File: config.mk
export PLATFORM = sky130hd
export DESIGN_NAME = slot_pool_allocator_with_find_list_top
export DESIGN_NICKNAME = d
export VERILOG_FILES = /design/src/rtl/spa_pkg.sv /design/src/rtl/spa_ram.sv /design/src/rtl/slot_pool_allocator_with_find_list_top.sv
export SDC_FILE = /design/constraint.sdc
export NUM_CORES = 1
export LEC_CHECK = 0
export ABC_AREA = 1
export ABC_CLOCK_PERIOD_IN_PS = 2600
export BUFFER_PORTS_ARGS = -buffer_cell sky130_fd_sc_hd__buf_4
export CAP_MARGIN = 30
export CORE_MARGIN = 1.5
export CORE_UTILIZATION = 56
export DETAILED_ROUTE_END_ITERATION = 7
export MAX_ROUTING_LAYER = met4
export PLACE_DENSITY = 0.78
export REMOVE_ABC_BUFFERS = 1
export SETUP_SLACK_MARGIN = 0.5
export SYNTH_ARGS = -nofsm -noshare
export SYNTH_HDL_FRONTEND = slang
export SYNTH_SLANG_ARGS = --single-unit
File: constraint.sdc
create_clock -name clk -period 2.6 [get_ports clk]
set_clock_uncertainty 0.15 [all_clocks]
set_input_delay 0.52 -clock clk [delete_from_list [all_inputs] [get_ports clk]]
set_output_delay 0.52 -clock clk [all_outputs]
set_load 0.02 [all_outputs]
File: src/rtl/spa_pkg.sv
// Slot pool allocator package: request and response words, command and status codes.
// Standalone; imported by the top level.
`default_nettype none
package spa_pkg;

	localparam int SLOT_COUNT = 16;
	localparam int OWNER_BITS = 3;

	localparam int SLOT_FW   = $clog2(SLOT_COUNT);
	localparam int OWNER_FW  = OWNER_BITS;
	localparam int CURSOR_FW = $clog2(SLOT_COUNT + 1);
	localparam int COUNT_FW  = $clog2(SLOT_COUNT + 1);

	typedef enum logic [1:0] {
		CMD_ALLOC = 2'd0,
		CMD_FREE  = 2'd1,
		CMD_FIND  = 2'd2,
		CMD_CLEAR = 2'd3
	} cmd_t;

	typedef enum logic [1:0] {
		STS_OK     = 2'd0,
		STS_NONE   = 2'd1,
		STS_BUSY   = 2'd2,
		STS_UNUSED = 2'd3
	} status_t;

	typedef struct packed {
		cmd_t                 cmd;
		logic [SLOT_FW-1:0]   slot_index;
		logic                 pick_any;
		logic [OWNER_FW-1:0]  owner_id;
		logic                 filter_off;
		logic [CURSOR_FW-1:0] cursor_in;
	} req_t;

	typedef struct packed {
		status_t              status;
		logic [SLOT_FW-1:0]   result_slot;
		logic [CURSOR_FW-1:0] cursor_out;
		logic [COUNT_FW-1:0]  live_count;
	} rsp_t;

endpackage
`default_nettype wire

File: src/rtl/spa_ram.sv
// Simple dual-port synchronous RAM: one write port, one read port, registered read data.
// No dependencies.
`default_nettype none
module spa_ram #(
	parameter int DEPTH = 16,
	parameter int WIDTH = 4
) (
	input  wire logic                     clk,
	input  wire logic                     we,
	input  wire logic [$clog2(DEPTH)-1:0] waddr,
	input  wire logic [WIDTH-1:0]         wdata,
	input  wire logic [$clog2(DEPTH)-1:0] raddr,
	output logic      [WIDTH-1:0]         rdata
);

	logic [WIDTH-1:0] mem [DEPTH];

	always_ff @(posedge clk) begin
		if (we) begin
			mem[waddr] <= wdata;
		end
	end

	always_ff @(posedge clk) begin
		rdata <= mem[raddr];
	end

endmodule
`default_nettype wire

File: src/rtl/slot_pool_allocator_with_find_list_top.sv
// Slot pool allocator top level: used flags, owner RAM and a compact live list RAM.
// Depends on spa_pkg and spa_ram.
// One word at a time. Allocate of a given slot, clear and rejected words go straight to
// the response state. Allocate of any slot: scans the used flags, one used flag per cycle.
// Free: list RAM read, compare, shift back one entry per cycle.
// Find: walks the list (list RAM then owner RAM read per position).
// Reset clears the used flags, live count and handshake state; no clearing pass.
`default_nettype none
module slot_pool_allocator_with_find_list_top
	import spa_pkg::*;
(
	input  wire logic clk,
	input  wire logic arst_n,
	input  wire logic req_valid,
	output logic      req_ready,
	input  wire req_t req,
	output logic      rsp_valid,
	input  wire logic rsp_ready,
	output rsp_t      rsp
);

	localparam int IDX_W = $clog2(SLOT_COUNT);
	localparam int CNT_W = $clog2(SLOT_COUNT + 1);
	localparam logic [IDX_W-1:0] LAST_IDX = IDX_W'(SLOT_COUNT - 1);

	typedef enum logic [4:0] {
		S_IDLE = 5'b00001,
		S_SCAN = 5'b00010,
		S_FREE = 5'b00100,
		S_FIND = 5'b01000,
		S_RESP = 5'b10000
	} state_t;

	state_t                state_q, state_d;
	logic [SLOT_COUNT-1:0] used_q;
	logic [CNT_W-1:0]      total_q;
	logic [IDX_W-1:0]      scan_q;
	logic [CNT_W-1:0]      rd_ptr_q;
	logic                  found_q;
	logic                  v_s1, v_s2;
	logic [IDX_W-1:0]      pos_s1, pos_s2, slot_s2;
	logic [IDX_W-1:0]      slot_q;
	logic [OWNER_BITS-1:0] want_q, owner_q;
	logic                  any_q;
	status_t               rsp_status_q;
	logic [IDX_W-1:0]      rsp_slot_q, rsp_cursor_q;
	logic                  out_valid_q;
	rsp_t                  out_q;

	logic [IDX_W-1:0]      req_idx;
	logic [OWNER_BITS-1:0] req_owner;
	logic                  req_in_range;
	logic                  find_past;
	logic [CNT_W-1:0]      find_pos0;
	logic                  issue, walk_empty, find_hit, shift_en, hit_now;
	logic                  rsp_set, out_load;
	status_t               rsp_status_d;
	logic [IDX_W-1:0]      rsp_slot_d, rsp_cursor_d;
	logic                  alloc_commit, scan_start, free_start, find_start, clear_all, free_done;
	logic [IDX_W-1:0]      commit_slot;

	logic                  list_we;
	logic [IDX_W-1:0]      list_waddr, list_wdata, list_rdata;
	logic [OWNER_BITS-1:0] owner_wdata, owner_rdata;

	assign req_ready = (state_q == S_IDLE);
	assign rsp_valid = out_valid_q;
	assign rsp       = out_q;

	assign req_idx      = IDX_W'(req.slot_index);
	assign req_owner    = OWNER_BITS'(req.owner_id);
	assign req_in_range = (32'(req.slot_index) < SLOT_COUNT);
	assign find_past    = (32'(req.cursor_in) >= 32'(total_q)) &&
	                      (32'(req.cursor_in) != SLOT_COUNT);
	assign find_pos0    = (32'(req.cursor_in) == SLOT_COUNT) ? '0 :
	                      CNT_W'(32'(req.cursor_in) + 32'd1);

	assign issue      = ((state_q == S_FREE) || (state_q == S_FIND)) && (rd_ptr_q < total_q);
	assign walk_empty = (rd_ptr_q >= total_q) && !v_s1 && !v_s2;
	assign find_hit   = v_s2 && (state_q == S_FIND) && (any_q || (owner_rdata == want_q));
	assign shift_en   = v_s1 && (state_q == S_FREE) && found_q;
	assign hit_now    = v_s1 && (state_q == S_FREE) && !found_q && (list_rdata == slot_q);
	assign out_load   = (state_q == S_RESP) && (!out_valid_q || rsp_ready);

	always_comb begin
		state_d      = state_q;
		rsp_set      = 1'b0;
		rsp_status_d = STS_OK;
		rsp_slot_d   = '0;
		rsp_cursor_d = '0;
		alloc_commit = 1'b0;
		commit_slot  = req_idx;
		scan_start   = 1'b0;
		free_start   = 1'b0;
		find_start   = 1'b0;
		clear_all    = 1'b0;
		free_done    = 1'b0;
		unique case (state_q)
			S_IDLE: begin
				if (req_valid) begin
					unique case (req.cmd)
						CMD_ALLOC: begin
							if (req.pick_any) begin
								scan_start = 1'b1;
								state_d    = S_SCAN;
							end else if (!req_in_range) begin
								rsp_set      = 1'b1;
								rsp_status_d = STS_NONE;
							end else if (used_q[req_idx]) begin
								rsp_set      = 1'b1;
								rsp_status_d = STS_BUSY;
							end else begin
								alloc_commit = 1'b1;
								rsp_set      = 1'b1;
								rsp_slot_d   = req_idx;
							end
						end
						CMD_FREE: begin
							if (!req_in_range || !used_q[req_idx]) begin
								rsp_set      = 1'b1;
								rsp_status_d = STS_UNUSED;
							end else begin
								free_start = 1'b1;
								state_d    = S_FREE;
							end
						end
						CMD_FIND: begin
							if (find_past) begin
								rsp_set      = 1'b1;
								rsp_status_d = STS_NONE;
							end else begin
								find_start = 1'b1;
								state_d    = S_FIND;
							end
						end
						CMD_CLEAR: begin
							clear_all = 1'b1;
							rsp_set   = 1'b1;
						end
					endcase
				end
			end
			S_SCAN: begin
				commit_slot = scan_q;
				if (!used_q[scan_q]) begin
					alloc_commit = 1'b1;
					rsp_set      = 1'b1;
					rsp_slot_d   = scan_q;
				end else if (scan_q == LAST_IDX) begin
					rsp_set      = 1'b1;
					rsp_status_d = STS_NONE;
				end
			end
			S_FREE: begin
				if (walk_empty) begin
					free_done  = 1'b1;
					rsp_set    = 1'b1;
					rsp_slot_d = slot_q;
				end
			end
			S_FIND: begin
				if (find_hit) begin
					rsp_set      = 1'b1;
					rsp_slot_d   = slot_s2;
					rsp_cursor_d = pos_s2;
				end else if (walk_empty) begin
					rsp_set      = 1'b1;
					rsp_status_d = STS_NONE;
				end
			end
			S_RESP: begin
				if (!out_valid_q || rsp_ready) begin
					state_d = S_IDLE;
				end
			end
			default: begin
				state_d = S_IDLE;
			end
		endcase
		if (rsp_set) begin
			state_d = S_RESP;
		end
	end

	always_comb begin
		list_we     = alloc_commit || shift_en;
		list_waddr  = alloc_commit ? total_q[IDX_W-1:0] : (pos_s1 - IDX_W'(1));
		list_wdata  = alloc_commit ? commit_slot : list_rdata;
		owner_wdata = (state_q == S_SCAN) ? owner_q : req_owner;
	end

	spa_ram #(
		.DEPTH (SLOT_COUNT),
		.WIDTH (IDX_W)
	) u_list_ram (
		.clk   (clk),
		.we    (list_we),
		.waddr (list_waddr),
		.wdata (list_wdata),
		.raddr (rd_ptr_q[IDX_W-1:0]),
		.rdata (list_rdata)
	);

	spa_ram #(
		.DEPTH (SLOT_COUNT),
		.WIDTH (OWNER_BITS)
	) u_owner_ram (
		.clk   (clk),
		.we    (alloc_commit),
		.waddr (commit_slot),
		.wdata (owner_wdata),
		.raddr (list_rdata),
		.rdata (owner_rdata)
	);

	always_ff @(posedge clk or negedge arst_n) begin
		if (!arst_n) begin
			state_q     <= S_IDLE;
			used_q      <= '0;
			total_q     <= '0;
			scan_q      <= '0;
			rd_ptr_q    <= '0;
			found_q     <= 1'b0;
			v_s1        <= 1'b0;
			v_s2        <= 1'b0;
			out_valid_q <= 1'b0;
		end else begin
			state_q <= state_d;
			v_s1    <= issue;
			v_s2    <= v_s1 && (state_q == S_FIND);
			if (clear_all) begin
				used_q  <= '0;
				total_q <= '0;
			end else if (alloc_commit) begin
				used_q[commit_slot] <= 1'b1;
				total_q             <= total_q + CNT_W'(1);
			end else if (free_start) begin
				used_q[req_idx] <= 1'b0;
			end else if (free_done) begin
				total_q <= total_q - CNT_W'(1);
			end
			if (scan_start) begin
				scan_q <= '0;
			end else if (state_q == S_SCAN) begin
				scan_q <= scan_q + IDX_W'(1);
			end
			if (free_start) begin
				rd_ptr_q <= '0;
			end else if (find_start) begin
				rd_ptr_q <= find_pos0;
			end else if (issue) begin
				rd_ptr_q <= rd_ptr_q + CNT_W'(1);
			end
			if (free_start) begin
				found_q <= 1'b0;
			end else if (hit_now) begin
				found_q <= 1'b1;
			end
			if (out_load) begin
				out_valid_q <= 1'b1;
			end else if (rsp_ready) begin
				out_valid_q <= 1'b0;
			end
		end
	end

	always_ff @(posedge clk) begin
		pos_s1  <= rd_ptr_q[IDX_W-1:0];
		pos_s2  <= pos_s1;
		slot_s2 <= list_rdata;
		if (req_valid && req_ready) begin
			slot_q  <= req_idx;
			want_q  <= req_owner;
			owner_q <= req_owner;
			any_q   <= req.filter_off;
		end
		if (rsp_set) begin
			rsp_status_q <= rsp_status_d;
			rsp_slot_q   <= rsp_slot_d;
			rsp_cursor_q <= rsp_cursor_d;
		end
		if (out_load) begin
			out_q.status      <= rsp_status_q;
			out_q.result_slot <= SLOT_FW'(rsp_slot_q);
			out_q.cursor_out  <= CURSOR_FW'(rsp_cursor_q);
			out_q.live_count  <= COUNT_FW'(total_q);
		end
	end

endmodule
`default_nettype wire
==> summary.txt <==
Placed design
  • DPL Wire Length: between 15,000 and 20,000 µm
  • GPL Wtd Cong: 0.9772
  • Port Buf Inserts: 36

Yosys
  • Register area share after synthesis: ~60%
  • Syn. warnings: 0
  • Synthesized instance count: 970
  • Mapped cell area: 9484 µm²
  • Synth Area per Inst: 9.777 µm²
  • Synth Register Bits: approximately 200
  • Netlist cell types: between 40 and 50

Power
  • Power per Cell Area: 1087 nW/µm²
  • Sw frac: 39.06%
  • Leak pwr: 0.004964 µW
  • Pint: 7767 µW
  • Total Power: 12,750 µW
  • Share of power burned in registers: between 30% and 40%
  • Peak VDD IR: 1.022 mV
  • Comb power frac: 41.6%
  • Clock network fraction of design power: around a fifth
  • P_sw: 4978 µW

Detailed routing
  • WL per Instance: 18.18 µm
  • Via count: 7,636
  • Final WL: 24,260 µm
  • Detail Route Antenna Nets: 0
  • TritonRoute pass-1 iters: 5
  • Via density: about 5.7
  • Initial drt markers: 796
  • Remaining DRCs: 0

Clock network
  • CTS Sinks: 203
  • Clock latency on the worst-skew pair: 500 ps
  • Reg clk slew, reported paths: about 60 ps
  • CTS tree: yes
  • TritonCTS Buffers: 21
  • CTS Root Cell: clkbuf_16
  • H-tree Lvls: 1
  • Clk buf depth: 3

STA
  • Final min period: between 2000 and 3000 ps
  • Final hold vios: 0
  • Slew Viols, Final: 0
  • Slew headroom: 54.22%
  • Highest Clock Rate: 0.3990 GHz
  • Final worst path period share: 96.41%
  • Slew @ Worst Pin: slightly below 700 ps
  • RSZ-0062 raised after global routing: true
  • Count of final setup violators: 0
  • Hold WS: approximately 61 ps

Worst setup path
  • Worst path arrival time: roughly 2800 ps
  • Slowest stage delay, CP: between 400 and 500 ps
  • CP Class: reg -> reg
  • Worst path top cell family by delay: simple AND/OR/NAND/NOR gates
  • Crit end category: register
  • Slowest CP cell: dfrtp_1
  • Critical path buffers and inverters: 5
  • Crit-path cells: nor2_2 > nand4_1 > buf_6 > buf_8 > o21ai_2 > nand2_1 > inv_1 > nand3_1 > buf_4 > nand2_1 > inv_1 > nor2_1
  • Startpoint types: register
  • Crit path max fanout: 7
  • WP data required: 2860 ps

Floorplan
  • Die H: 133.1 µm
  • Die width: 133.1 µm
  • DIE AREA: 17,720 µm²
  • Starting density of the core: 57.19%
  • Core Area: 16,580 µm²
  • Rows: 47
  • I/O pin cnt: 38

GRT
  • Vias in the first global route: between 7,000 and 8,000
  • Largest net degree at the start of global routing: 40
  • GR met3 Demand/Resource: 3.272%
  • Grt ovf: 0
  • First-pass GRT wire length: 38,050 µm
  • Met1 global-route usage: 38.52%
  • Initial antenna violation count: 0
  • Tot GR Track Use: 28.11%
  • Gr busiest metal: met2
  • Routing usage on met2: 44.07%

Flow run
  • Max-cap violations: 0

Finish
  • Area occupied by multi-input gates: about 3500 µm²
  • Fillers: 1,132
  • Sequential Area: 5714 µm²
  • Area grow syn2layout: 23.68%
  • Ant diodes: 0
  • Nets: 1,143
  • Ratio of cells with drive above 1 in the final layout: 24.33%

Min path
  • Hold Path Class: in -> reg

Outcome
  • Status: completed
## layer usage
metal  vias up  part of all wire (%)
li1       3562                     -
met1      3585                    41
met2       416                    48
met3        73                   8.3
met4         0                   3.2
met5         -                     0
## synth_stat cells (all sizes together)
cell type  instances  share of area [%]
nand2            193                8.0
edfxtp           145                 46
nor2             132                5.3
inv              113                4.5
o21ai             91                4.9
nand3             67                3.7
dfrtp             38                 10
a21oi             33                1.8
ha                23                3.0
dfxtp             19                4.0
clkbuf            17               0.67
o221ai            17                1.6
nand4             15               0.99
buf               12                1.0
o22ai             12               0.79
xor2               9               0.83
nor3               8               0.47
xnor2              6               0.55
nor4               5               0.49
o211ai             4               0.32
clkinv             3               0.12
nand3b             2               0.16
a211oi             1              0.079
a21o               1              0.079
a31oi              1              0.066
conb               1              0.040
dfstp              1               0.28
fa                 1               0.21
## state kept, by name (all words and copies together), names as in the netlist, 5 cells and up
signal / flops
used_q: 16
u_owner_ram.mem: 48
state_q: 5
u_list_ram.mem: 64
rd_ptr_q: 5
rsp: 15
total_q: 5
## kinds of logic (layout without fill, tap and decap cells)
group | after synthesis | after routing | synth area share [%]
simple gates | 422 | 422 | 19.22
flops | 203 | 203 | 60.22
compound gates | 160 | 160 | 9.604
buf+inv | 145 | 289 | 6.280
fa+ha+maj | 24 | 24 | 3.245
xor+xnor | 15 | 15 | 1.385
other cells | 1 | 1 | 0.03954
## timing repair
action	in CTS	in global routing
gates resized for setup	65	62
pin swaps	12	14
endpoints found under the hold margin	38	0
buffers inserted	11	2
gates cloned	0	2
hold buffers	1	0
setup endpoints to repair	271	273
## power groups by stage
stage	registers, µW	clock network [µW]	logic, µW
final	4740	2700	5300
after global routing	4780	2860	5820
after CTS	4710	2720	4950
after detailed placement	4770	0	4600
after global placement	4740	0	4460
after floorplan	4830	0	2730
## per-stage QoR
stage	worst slack, ps	setup TNS [ps]	cell area (µm²)	util, %	std cells
6_report	93.44	0	11730	70.73	1334
5_1_grt	-63.18	-291.9	11730	70.73	1334
4_1_cts	124.0	0	11480	69.23	1330
3_5_place_dp	-173.1	-4832	10530	63.50	1280
3_3_place_gp	-109.3	-976.1	10530	63.50	1280
2_1_floorplan	-493.1	-22210	9324	-	941
## area by class of cell
cell class | count | area share (%)
tap | 220 | 2.347
multi-input combinational | 622 | 30.19
inverter | 116 | 3.819
timing repair buffer | 135 | 9.685
clock inverter | 8 | 0.3947
sequential | 203 | 48.71
clock buffer | 30 | 4.853
## path summary, 6_finish.rpt
kind / cells after the start / slack (ps) / start / endpoint
min in group asynchronous: 2 / 390 / arst_n / rsp_valid
setup reg to reg: 12 / 90 / state_q[3] / used_q[13]
max in group asynchronous: 2 / 1520 / arst_n / scan_q[2]
hold reg to reg: 0 / 220 / pos_s1[1] / pos_s2[1]
hold / removal: 2 / 60 / rsp_ready / rsp_valid
setup / recovery: 12 / 90 / state_q[3] / used_q[13]
## placed cells by master (no fill, tap or decap), types with 9 or more instances in the layout
master       n
nor2_2       9
a21oi_1     29
dfrtp_1     36
ha_1        20
nand2_2     22
edfxtp_1   145
nand3_1     49
xor2_1       9
o21ai_0     83
nor2_1     115
nand3_4     11
dfxtp_1     19
nand4_1     15
o221ai_1    17
nand2_1    166
clkbuf_16   22
buf_6       10
inv_2       27
inv_1       81
buf_4      117
o22ai_1     12
No activity file was read; power rests on OpenSTA's default activity.
